### config.mk
export PLATFORM = sky130hd
export DESIGN_NAME = gpio_bank_register_file_top
export DESIGN_NICKNAME = d
export VERILOG_FILES = /design/src/sv/gbrf_pkg.sv /design/src/sv/gbrf_decode.sv /design/src/sv/gbrf_mem.sv /design/src/sv/gbrf_modify.sv /design/src/sv/gpio_bank_register_file_top.sv
export VERILOG_INCLUDE_DIRS = /design/src /design/src/sv
export SDC_FILE = /design/constraint.sdc
export NUM_CORES = 1
export LEC_CHECK = 0
export BUFFER_PORTS_ARGS = -buffer_cell sky130_fd_sc_hd__clkbuf_2
export CELL_PAD_IN_SITES_DETAIL_PLACEMENT = 0
export CELL_PAD_IN_SITES_GLOBAL_PLACEMENT = 2
export CORE_ASPECT_RATIO = 0.9
export CORE_MARGIN = 3
export CORE_UTILIZATION = 40
export DETAILED_ROUTE_END_ITERATION = 12
export PLACE_DENSITY_LB_ADDON = 0.12
export SYNTH_ARGS = -nofsm -noshare
export SYNTH_HDL_FRONTEND = slang
export SYNTH_SLANG_ARGS = --single-unit
### constraint.sdc
create_clock -name clock -period 18.4 [get_ports clock]
set_input_delay 1.84 -clock clock [delete_from_list [all_inputs] [get_ports clock]]
set_output_delay 1.84 -clock clock [all_outputs]
set_load 0.005 [all_outputs]
### src/sv/assert_macros.svh
// Assertion macros used by the register block top level.
`ifndef ASSERT_MACROS_SVH
`define ASSERT_MACROS_SVH
`ifndef SYNTHESIS
`define ASSERT_CLK(lbl, clk, rst, prop, msg) \
   lbl: assert property (@(posedge clk) disable iff (rst) prop) else $error(msg);
`define ASSERT_NEVER(lbl, clk, rst, expr, msg) \
   lbl: assert property (@(posedge clk) disable iff (rst) !(expr)) else $error(msg);
`else
`define ASSERT_CLK(lbl, clk, rst, prop, msg)
`define ASSERT_NEVER(lbl, clk, rst, expr, msg)
`endif
`endif

### src/sv/gbrf_pkg.sv
// Types and constants of the GPIO bank register block.
package gbrf_pkg;

   localparam logic [31:0] ENABLE_ADDR = 32'h01E2_6008;
   localparam logic [31:0] WINDOW_BASE = 32'h01E2_6010;
   localparam int          PAIR_STRIDE = 40;

   typedef enum logic [1:0] {
      OPC_READ  = 2'd0,
      OPC_WRITE = 2'd1,
      OPC_PIN   = 2'd2,
      OPC_NONE  = 2'd3
   } opc_type;

   // word index within a bank pair
   typedef enum logic [3:0] {
      OFF_DIR  = 4'd0,
      OFF_OUT  = 4'd1,
      OFF_OSET = 4'd2,
      OFF_OCLR = 4'd3,
      OFF_DIN  = 4'd4,
      OFF_RSET = 4'd5,
      OFF_RCLR = 4'd6,
      OFF_FSET = 4'd7,
      OFF_FCLR = 4'd8,
      OFF_STAT = 4'd9
   } offs_type;

   typedef enum logic [4:0] {
      ACT_NONE,
      ACT_RD_EN,
      ACT_RD_DIR,
      ACT_RD_OUT,
      ACT_RD_DIN,
      ACT_RD_RISE,
      ACT_RD_FALL,
      ACT_WR_EN,
      ACT_WR_DIR,
      ACT_WR_OUT,
      ACT_SET_OUT,
      ACT_CLR_OUT,
      ACT_SET_RISE,
      ACT_CLR_RISE,
      ACT_SET_FALL,
      ACT_CLR_FALL,
      ACT_PIN_SET,
      ACT_PIN_CLR
   } act_type;

   // decoded beat carried into the modify stage
   typedef struct packed {
      logic        ok;
      act_type     act;
      logic [31:0] data;
   } cmd_type;

   // one memory word holds every register of a bank pair
   typedef struct packed {
      logic [31:0] dir;
      logic [31:0] outl;
      logic [31:0] pins;
      logic [31:0] rise;
      logic [31:0] fall;
   } entry_type;

   localparam entry_type ENTRY_RESET = '{
      dir:  32'hFFFF_FFFF,
      outl: 32'h0,
      pins: 32'h0,
      rise: 32'h0,
      fall: 32'h0
   };

endpackage

### src/sv/gbrf_decode.sv
// Address, size and pin-event decode of an incoming request beat.
module gbrf_decode #(
   parameter int BANK_PAIRS = 4,
   parameter int AW         = 2
) (
   input  logic [1:0]       opcode,
   input  logic [31:0]      bus_address,
   input  logic [63:0]      write_data,
   input  logic [3:0]       access_size,
   input  logic             commit_write,
   input  logic [3:0]       bank_number,
   input  logic [4:0]       pin_number,
   input  logic             pin_level,
   output gbrf_pkg::cmd_type cmd,
   output logic [AW-1:0]    pair
);

   localparam logic [31:0] WINDOW_END =
      gbrf_pkg::WINDOW_BASE + 32'(BANK_PAIRS * gbrf_pkg::PAIR_STRIDE);
   localparam logic [4:0]  BANK_LIMIT = 5'(2 * BANK_PAIRS);

   logic              addr_en;
   logic              in_win;
   logic [7:0]        rel;
   logic [7:0]        off;
   logic [AW-1:0]     win_pair;
   gbrf_pkg::offs_type word;
   gbrf_pkg::act_type  wr_act;
   logic              wr_ok;

   assign addr_en = (bus_address == gbrf_pkg::ENABLE_ADDR);
   assign in_win  = (bus_address >= gbrf_pkg::WINDOW_BASE) && (bus_address < WINDOW_END) &&
                    (bus_address[1:0] == 2'b00);
   assign rel     = bus_address[7:0] - gbrf_pkg::WINDOW_BASE[7:0];

   // rel < 160, so pair and offset come from a few compares against the stride
   always_comb begin
      win_pair = '0;
      off      = rel;
      for (int k = 1; k < BANK_PAIRS; k++) begin
         if (rel >= 8'(k * gbrf_pkg::PAIR_STRIDE)) begin
            win_pair = AW'(k);
            off      = rel - 8'(k * gbrf_pkg::PAIR_STRIDE);
         end
      end
   end

   assign word = gbrf_pkg::offs_type'(off[5:2]);

   always_comb begin
      wr_ok  = 1'b1;
      wr_act = gbrf_pkg::ACT_NONE;
      case (word)
         gbrf_pkg::OFF_DIR:  wr_act = gbrf_pkg::ACT_WR_DIR;
         gbrf_pkg::OFF_OUT:  wr_act = gbrf_pkg::ACT_WR_OUT;
         gbrf_pkg::OFF_OSET: wr_act = gbrf_pkg::ACT_SET_OUT;
         gbrf_pkg::OFF_OCLR: wr_act = gbrf_pkg::ACT_CLR_OUT;
         gbrf_pkg::OFF_RSET: wr_act = gbrf_pkg::ACT_SET_RISE;
         gbrf_pkg::OFF_RCLR: wr_act = gbrf_pkg::ACT_CLR_RISE;
         gbrf_pkg::OFF_FSET: wr_act = gbrf_pkg::ACT_SET_FALL;
         gbrf_pkg::OFF_FCLR: wr_act = gbrf_pkg::ACT_CLR_FALL;
         default:            wr_ok  = 1'b0;
      endcase
   end

   always_comb begin
      cmd.ok   = 1'b0;
      cmd.act  = gbrf_pkg::ACT_NONE;
      cmd.data = write_data[31:0];
      pair     = win_pair;
      case (gbrf_pkg::opc_type'(opcode))
         gbrf_pkg::OPC_READ: begin
            if (addr_en) begin
               cmd.ok  = 1'b1;
               cmd.act = gbrf_pkg::ACT_RD_EN;
            end else if (in_win) begin
               cmd.ok = 1'b1;
               case (word)
                  gbrf_pkg::OFF_DIR:  cmd.act = gbrf_pkg::ACT_RD_DIR;
                  gbrf_pkg::OFF_OUT,
                  gbrf_pkg::OFF_OSET,
                  gbrf_pkg::OFF_OCLR: cmd.act = gbrf_pkg::ACT_RD_OUT;
                  gbrf_pkg::OFF_DIN:  cmd.act = gbrf_pkg::ACT_RD_DIN;
                  gbrf_pkg::OFF_RSET,
                  gbrf_pkg::OFF_RCLR: cmd.act = gbrf_pkg::ACT_RD_RISE;
                  gbrf_pkg::OFF_FSET,
                  gbrf_pkg::OFF_FCLR: cmd.act = gbrf_pkg::ACT_RD_FALL;
                  default:            cmd.ok  = 1'b0;
               endcase
            end
         end
         gbrf_pkg::OPC_WRITE: begin
            // size, then value width, then address
            if ((access_size == 4'd4) && (write_data[63:32] == 32'h0)) begin
               if (addr_en) begin
                  if (write_data[31:8] == 24'h0) begin
                     cmd.ok  = 1'b1;
                     cmd.act = commit_write ? gbrf_pkg::ACT_WR_EN : gbrf_pkg::ACT_NONE;
                  end
               end else if (in_win && wr_ok) begin
                  cmd.ok  = 1'b1;
                  cmd.act = commit_write ? wr_act : gbrf_pkg::ACT_NONE;
               end
            end
         end
         gbrf_pkg::OPC_PIN: begin
            pair = AW'(bank_number[3:1]);
            if (({1'b0, bank_number} < BANK_LIMIT) && !pin_number[4]) begin
               cmd.ok   = 1'b1;
               cmd.act  = pin_level ? gbrf_pkg::ACT_PIN_SET : gbrf_pkg::ACT_PIN_CLR;
               cmd.data = 32'h1 << {bank_number[0], pin_number[3:0]};
            end
         end
         default: begin
            cmd.ok = 1'b0;
         end
      endcase
   end

endmodule

### src/sv/gbrf_mem.sv
// Bank-pair register memory: one write port, one registered read port.
module gbrf_mem #(
   parameter int DEPTH = 4,
   parameter int AW    = 2
) (
   input  logic               clock,
   input  logic               reset,
   input  logic               rd_en,
   input  logic [AW-1:0]      rd_addr,
   output gbrf_pkg::entry_type rd_data,
   input  logic               wr_en,
   input  logic [AW-1:0]      wr_addr,
   input  gbrf_pkg::entry_type wr_data
);

   gbrf_pkg::entry_type mem_ff [DEPTH];
   logic [DEPTH-1:0]    vld_ff;
   gbrf_pkg::entry_type rd_word_ff;
   logic                rd_vld_ff;

   always_ff @(posedge clock) begin
      if (wr_en) begin
         mem_ff[wr_addr] <= wr_data;
      end
      if (rd_en) begin
         rd_word_ff <= mem_ff[rd_addr];
      end
   end

   // entries never written read as their reset value
   always_ff @(posedge clock) begin
      if (reset) begin
         vld_ff    <= '0;
         rd_vld_ff <= 1'b0;
      end else begin
         if (wr_en) begin
            vld_ff[wr_addr] <= 1'b1;
         end
         if (rd_en) begin
            rd_vld_ff <= vld_ff[rd_addr];
         end
      end
   end

   assign rd_data = rd_vld_ff ? rd_word_ff : gbrf_pkg::ENTRY_RESET;

endmodule

### src/sv/gbrf_modify.sv
// Read data selection and register update for one decoded beat.
module gbrf_modify (
   input  gbrf_pkg::cmd_type   cmd,
   input  gbrf_pkg::entry_type cur,
   input  logic [7:0]          irq_en,
   output gbrf_pkg::entry_type nxt,
   output logic                wr_en,
   output logic                irq_we,
   output logic [31:0]         read_data
);

   always_comb begin
      nxt       = cur;
      wr_en     = 1'b0;
      irq_we    = 1'b0;
      read_data = 32'h0;
      case (cmd.act)
         gbrf_pkg::ACT_RD_EN:   read_data = {24'h0, irq_en};
         gbrf_pkg::ACT_RD_DIR:  read_data = cur.dir;
         gbrf_pkg::ACT_RD_OUT:  read_data = cur.outl;
         gbrf_pkg::ACT_RD_DIN:  read_data = (cur.outl & ~cur.dir) | (cur.pins & cur.dir);
         gbrf_pkg::ACT_RD_RISE: read_data = cur.rise;
         gbrf_pkg::ACT_RD_FALL: read_data = cur.fall;
         gbrf_pkg::ACT_WR_EN:   irq_we    = 1'b1;
         gbrf_pkg::ACT_WR_DIR: begin
            nxt.dir = cmd.data;
            wr_en   = 1'b1;
         end
         gbrf_pkg::ACT_WR_OUT: begin
            nxt.outl = cmd.data;
            wr_en    = 1'b1;
         end
         gbrf_pkg::ACT_SET_OUT: begin
            nxt.outl = cur.outl | cmd.data;
            wr_en    = 1'b1;
         end
         gbrf_pkg::ACT_CLR_OUT: begin
            nxt.outl = cur.outl & ~cmd.data;
            wr_en    = 1'b1;
         end
         gbrf_pkg::ACT_SET_RISE: begin
            nxt.rise = cur.rise | cmd.data;
            wr_en    = 1'b1;
         end
         gbrf_pkg::ACT_CLR_RISE: begin
            nxt.rise = cur.rise & ~cmd.data;
            wr_en    = 1'b1;
         end
         gbrf_pkg::ACT_SET_FALL: begin
            nxt.fall = cur.fall | cmd.data;
            wr_en    = 1'b1;
         end
         gbrf_pkg::ACT_CLR_FALL: begin
            nxt.fall = cur.fall & ~cmd.data;
            wr_en    = 1'b1;
         end
         gbrf_pkg::ACT_PIN_SET: begin
            nxt.pins = cur.pins | cmd.data;
            wr_en    = 1'b1;
         end
         gbrf_pkg::ACT_PIN_CLR: begin
            nxt.pins = cur.pins & ~cmd.data;
            wr_en    = 1'b1;
         end
         default: begin
            wr_en = 1'b0;
         end
      endcase
   end

endmodule

### src/sv/gpio_bank_register_file_top.sv
// Top level of the GPIO bank register block.
//
//   channel | direction | handshake          | payload
//   req     | in        | req_valid/req_stall | opcode, address, data, size, commit, pin event
//   rsp     | out       | rsp_valid/rsp_stall | accepted, read_data
//
// One beat per cycle sustained while rsp_stall is low. A req beat is decoded and its
// bank-pair word read from the memory at the accept edge; the modify stage then modifies
// and writes it back and loads the response register once that register is free.
// A write followed at once by a beat to the same pair is forwarded around the memory.
// Reset clears the pipeline valids, memory valid bits and the interrupt enable.
// rsp_stall holds the response register; req_stall rises only while both it and the
// modify stage are occupied.
`include "assert_macros.svh"

module gpio_bank_register_file_top #(
   parameter int BANK_PAIRS = 4
) (
   input  logic        clock,
   input  logic        reset,
   input  logic        req_valid,
   output logic        req_stall,
   input  logic [1:0]  req_opcode,
   input  logic [31:0] req_bus_address,
   input  logic [63:0] req_write_data,
   input  logic [3:0]  req_access_size,
   input  logic        req_commit_write,
   input  logic [3:0]  req_bank_number,
   input  logic [4:0]  req_pin_number,
   input  logic        req_pin_level,
   output logic        rsp_valid,
   input  logic        rsp_stall,
   output logic        rsp_accepted,
   output logic [31:0] rsp_read_data
);

   localparam int AW = (BANK_PAIRS > 1) ? $clog2(BANK_PAIRS) : 1;

   gbrf_pkg::cmd_type   dec_cmd;
   logic [AW-1:0]       dec_pair;
   logic                req_fire;
   logic                out_free;
   logic                s1_fire;

   logic                s1_valid_ff;
   gbrf_pkg::cmd_type   s1_cmd_ff;
   logic [AW-1:0]       s1_pair_ff;
   logic                byp_ff;
   gbrf_pkg::entry_type byp_data_ff;
   logic [7:0]          irq_en_ff;

   gbrf_pkg::entry_type mem_rd_data;
   gbrf_pkg::entry_type cur_entry;
   gbrf_pkg::entry_type nxt_entry;
   logic                mod_wr_en;
   logic                mod_irq_we;
   logic [31:0]         mod_read_data;
   logic                mem_wr_en;

   logic                rsp_valid_ff;
   logic                rsp_accepted_ff;
   logic [31:0]         rsp_read_data_ff;

   gbrf_decode #(
      .BANK_PAIRS (BANK_PAIRS),
      .AW         (AW)
   ) u_decode (
      .opcode       (req_opcode),
      .bus_address  (req_bus_address),
      .write_data   (req_write_data),
      .access_size  (req_access_size),
      .commit_write (req_commit_write),
      .bank_number  (req_bank_number),
      .pin_number   (req_pin_number),
      .pin_level    (req_pin_level),
      .cmd          (dec_cmd),
      .pair         (dec_pair)
   );

   assign out_free  = !rsp_valid_ff || !rsp_stall;
   assign req_stall = s1_valid_ff && !out_free;
   assign req_fire  = req_valid && !req_stall;
   assign s1_fire   = s1_valid_ff && out_free;
   assign mem_wr_en = s1_fire && mod_wr_en;

   gbrf_mem #(
      .DEPTH (BANK_PAIRS),
      .AW    (AW)
   ) u_mem (
      .clock   (clock),
      .reset   (reset),
      .rd_en   (req_fire),
      .rd_addr (dec_pair),
      .rd_data (mem_rd_data),
      .wr_en   (mem_wr_en),
      .wr_addr (s1_pair_ff),
      .wr_data (nxt_entry)
   );

   // the memory read at the write edge saw the old word
   assign cur_entry = byp_ff ? byp_data_ff : mem_rd_data;

   gbrf_modify u_modify (
      .cmd       (s1_cmd_ff),
      .cur       (cur_entry),
      .irq_en    (irq_en_ff),
      .nxt       (nxt_entry),
      .wr_en     (mod_wr_en),
      .irq_we    (mod_irq_we),
      .read_data (mod_read_data)
   );

   always_ff @(posedge clock) begin
      if (reset) begin
         s1_valid_ff  <= 1'b0;
         byp_ff       <= 1'b0;
         irq_en_ff    <= 8'h0;
         rsp_valid_ff <= 1'b0;
      end else begin
         if (req_fire) begin
            s1_valid_ff <= 1'b1;
            byp_ff      <= mem_wr_en && (s1_pair_ff == dec_pair);
         end else if (s1_fire) begin
            s1_valid_ff <= 1'b0;
            byp_ff      <= 1'b0;
         end
         if (s1_fire && mod_irq_we) begin
            irq_en_ff <= s1_cmd_ff.data[7:0];
         end
         if (out_free) begin
            rsp_valid_ff <= s1_valid_ff;
         end
      end
   end

   always_ff @(posedge clock) begin
      if (req_fire) begin
         s1_cmd_ff  <= dec_cmd;
         s1_pair_ff <= dec_pair;
      end
      if (mem_wr_en) begin
         byp_data_ff <= nxt_entry;
      end
      if (s1_fire) begin
         rsp_accepted_ff  <= s1_cmd_ff.ok;
         rsp_read_data_ff <= mod_read_data;
      end
   end

   assign rsp_valid     = rsp_valid_ff;
   assign rsp_accepted  = rsp_accepted_ff;
   assign rsp_read_data = rsp_read_data_ff;

   `ASSERT_CLK(a_byp_has_beat, clock, reset, byp_ff |-> s1_valid_ff, "forward flag without beat")
   `ASSERT_CLK(a_reject_zero, clock, reset, (rsp_valid && !rsp_accepted) |-> (rsp_read_data == 32'h0), "rejected beat carries data")
   `ASSERT_CLK(a_s1_to_rsp, clock, reset, s1_fire |=> rsp_valid, "modify stage beat lost")
   `ASSERT_NEVER(a_reject_writes, clock, reset, s1_fire && !s1_cmd_ff.ok && (mod_wr_en || mod_irq_we), "rejected beat updates state")

endmodule

==> results_dict.tcl <==
set metrics [dict create \
    status "complete, no violations" \
    async_reset_ff_share_pct 0 \
    finalMaxSlewViolations 0 \
    ys_seq_area_share_pct 73.2 \
    setup_tns_ps 0 \
    cp-start-kind "input pin" \
    cts-resized-gates 0 \
    die_w_um 351 \
    rr_endpoint "u_mem.mem_ff[1][135]" \
    cp-end-kind "register" \
    syn_inst 3220 \
    clock.fmax_mhz 171 \
    antenna_found_initial 5 \
    viasPerCell 5.81 \
    drive_gt1_share_pct 12.7 \
    dieArea_mm2 0.111 \
    switchingPower_mw 1.24 \
    layout_commonest_cell "edfxtp_1" \
    p_leak_nw 16.9 \
    coreArea_mm2 0.106 \
    drt-initial-drc-count 2617 \
    diodes 0 \
    power_density_mw_per_mm2 109 \
    synth_nets 3346 \
    grt_max_degree 191 \
    hpwl_mm 67.6 \
    cts_tree "done" \
    insertion_delay_ps 700 \
    overflow 0 \
    final_area_mm2 0.0486 \
    rsz0062_at_grt "false" \
    grt_pass1_vias 27900 \
    yosys.area.top_type "edfxtp_1" \
    initial_core_util_pct 40.4 \
    drc 0 \
    ys_types 61 \
    holdPathStages 2 \
    nets 3427 \
    yosys.area.top_type_share_pct 72.4 \
    crit_type "in -> reg" \
    hold_viol 0 \
    synth_ff_type "edfxtp_1" \
    final_cell_mix "edfxtp_1 (1,033), nand2_1 (777), a31oi_1 (168)" \
    synth.avg_cell_area_um2 13.3 \
    cts_setup_buffers 0 \
    dr.pass1.iters 5 \
    sw_frac_of_total_pct 23.3 \
    hold_class "reg -> reg" \
    clockBufferDepth 3 \
    io_pins 152 \
    finalCritPeriodShare_pct 31.8 \
    synth_seq_cells 1049 \
    htreeDepth 3 \
    power_frac_seq_pct 51.8 \
    yosys_warnings 0 \
    die_height_um 316 \
    maxCapViolCount 0 \
    root_buffer "clkbuf_16" \
    cp.required_ps 18800 \
    period_needed_ps 5840 \
    cts_hold_buf 0 \
    holdCritStartpoint "u_mem.vld_ff[0]" \
    synth_area_mm2 0.0428 \
    synth_area_leaders "edfxtp_1 (72%), nand2_1 (6.8%), a22o_1 (2.8%)" \
    gp_congestion 0.788 \
    grt_first_pass_wirelength_mm 191 \
    grt_util_all_layers_pct 23.6 \
    reg2regPathDepth 7 \
    path_clk_slew_ps 60 \
    r2r_slack_ps 13550 \
    drt.antenna.violating_nets 0 \
    hold_end "u_mem.vld_ff[0]" \
    wl_per_cell_um 27.5 \
    p_int_mw 4.07 \
    num_vias 27700 \
    worstMarginPinSlew_ps 1290 \
    io_buffers 151 \
    setup_viol 0 \
    clock-sinks 1049 \
    r2r-start "s1_cmd_ff[33]" \
    crit_arrival_ps 6240 \
    synth_edf_count 1033 \
    vdd.ir_drop.worst_mv 0.0866 \
    syn_to_final_growth_pct 13.4 \
    placed_area_mm2 0.0450 \
    power_frac_comb_pct 7.0 \
    crit_fanout 68 \
    cts_inserted_buffers 110 \
    wirelength_mm 132 \
    num_rows 113 \
    clock-skew-final_ps 26.1 \
    slew_headroom_pct 13.4 \
    clock_power_share_pct 41.2 \
]
stage by stage:
stage | total power, mW | std cells | setup WS, ps | util [%] | hold slack (ps)
final | 5.31 | 4776 | 12560 | 45.9 | 472
after global routing | 5.49 | 4776 | 12190 | 45.9 | 508
after CTS | 5.36 | 4775 | 12570 | 45.9 | 481
after detailed placement | 3.17 | 4568 | 11800 | 42.5 | 468
after global placement | 3.16 | 4568 | 11980 | 42.5 | 451
after floorplan | 3.02 | 3220 | 117 | - | 400
worst max-delay path, cell delays in order:
cell	delay (ps)
clkbuf_2	210
inv_1	170
ha_1	380
nor4_2	300
a211o_1	290
a221oi_2	100
nand2_1	130
o21ai_4	60
buf_4	270
inv_6	450
buf_4	910
buf_4	800
a31oi_1	170
synth_stat cells (all sizes together) (27+ instances only):
cell / n
buf: 44
edfxtp: 1033
clkbuf: 189
a22oi: 66
nand2: 779
mux2i: 38
o21ai: 127
a21o: 27
and3: 161
nor2: 97
a22o: 136
nand3: 34
a31oi: 168
a21oi: 107
worst max-delay path by stage:
stage	start	to	slack [ps]	depth (start not counted)
floorplan	rsp_stall	u_mem.mem_ff[0][0]	120	3
global placement	req_bus_address[4]	u_mem.rd_word_ff[119]	11980	13
detailed placement	req_bus_address[4]	u_mem.rd_word_ff[118]	11800	13
CTS	req_bus_address[4]	u_mem.rd_word_ff[118]	12570	13
global route	req_bus_address[4]	u_mem.rd_word_ff[86]	12190	13
finish	req_bus_address[4]	u_mem.rd_word_ff[98]	12560	13
final cells by class:
cell class | count | area [µm²]
Fill cell | 9309 | 57300
Clock inverter | 58 | 538
Inverter | 17 | 81.3
Tap cell | 1380 | 1730
Sequential cell | 1049 | 31300
Multi-Input combinational cell | 1921 | 10700
Clock buffer | 149 | 3000
Timing Repair Buffer | 202 | 1210
flip-flops by register name, indices dropped and copies added, names as in the netlist, 2 cells and up:
name	count
u_mem.mem_ff	640
byp_data_ff	160
u_mem.rd_word_ff	160
s1_cmd_ff	38
rsp_read_data	32
irq_en_ff	8
u_mem.vld_ff	4
s1_pair_ff	2
cell families (layout without fill, tap and decap cells):
logic type / after synthesis / after routing / synth area share, %
adder cells (fa/ha/maj): 9 / 9 / 0.263
AND/OR/NAND/NOR: 1148 / 1148 / 11.7
buffers and inverters: 250 / 426 / 2.28
multiplexers: 63 / 63 / 1.55
AO/OA/AOI/OAI: 692 / 692 / 10.8
XOR/XNOR: 9 / 9 / 0.202
flip-flops: 1049 / 1049 / 73.2
power by group through the flow:
stage	clock network (mW)	registers (mW)	logic (mW)
finish	2.19	2.75	0.372
global route	2.33	2.75	0.412
CTS	2.24	2.75	0.377
detailed placement	0	2.80	0.377
global placement	0	2.80	0.366
floorplan	0	2.78	0.240
routing by layer:
layer  share of wire (%)  global-route usage, %  wire length (µm)
met1                  44                   32.6             58100
met2                  48                   39.2             62700
met3                 5.9                   3.76              7700
met4                 2.3                   5.97              3080
met5              0.0084                      0                11
No activity file was read; power rests on OpenSTA's default activity.
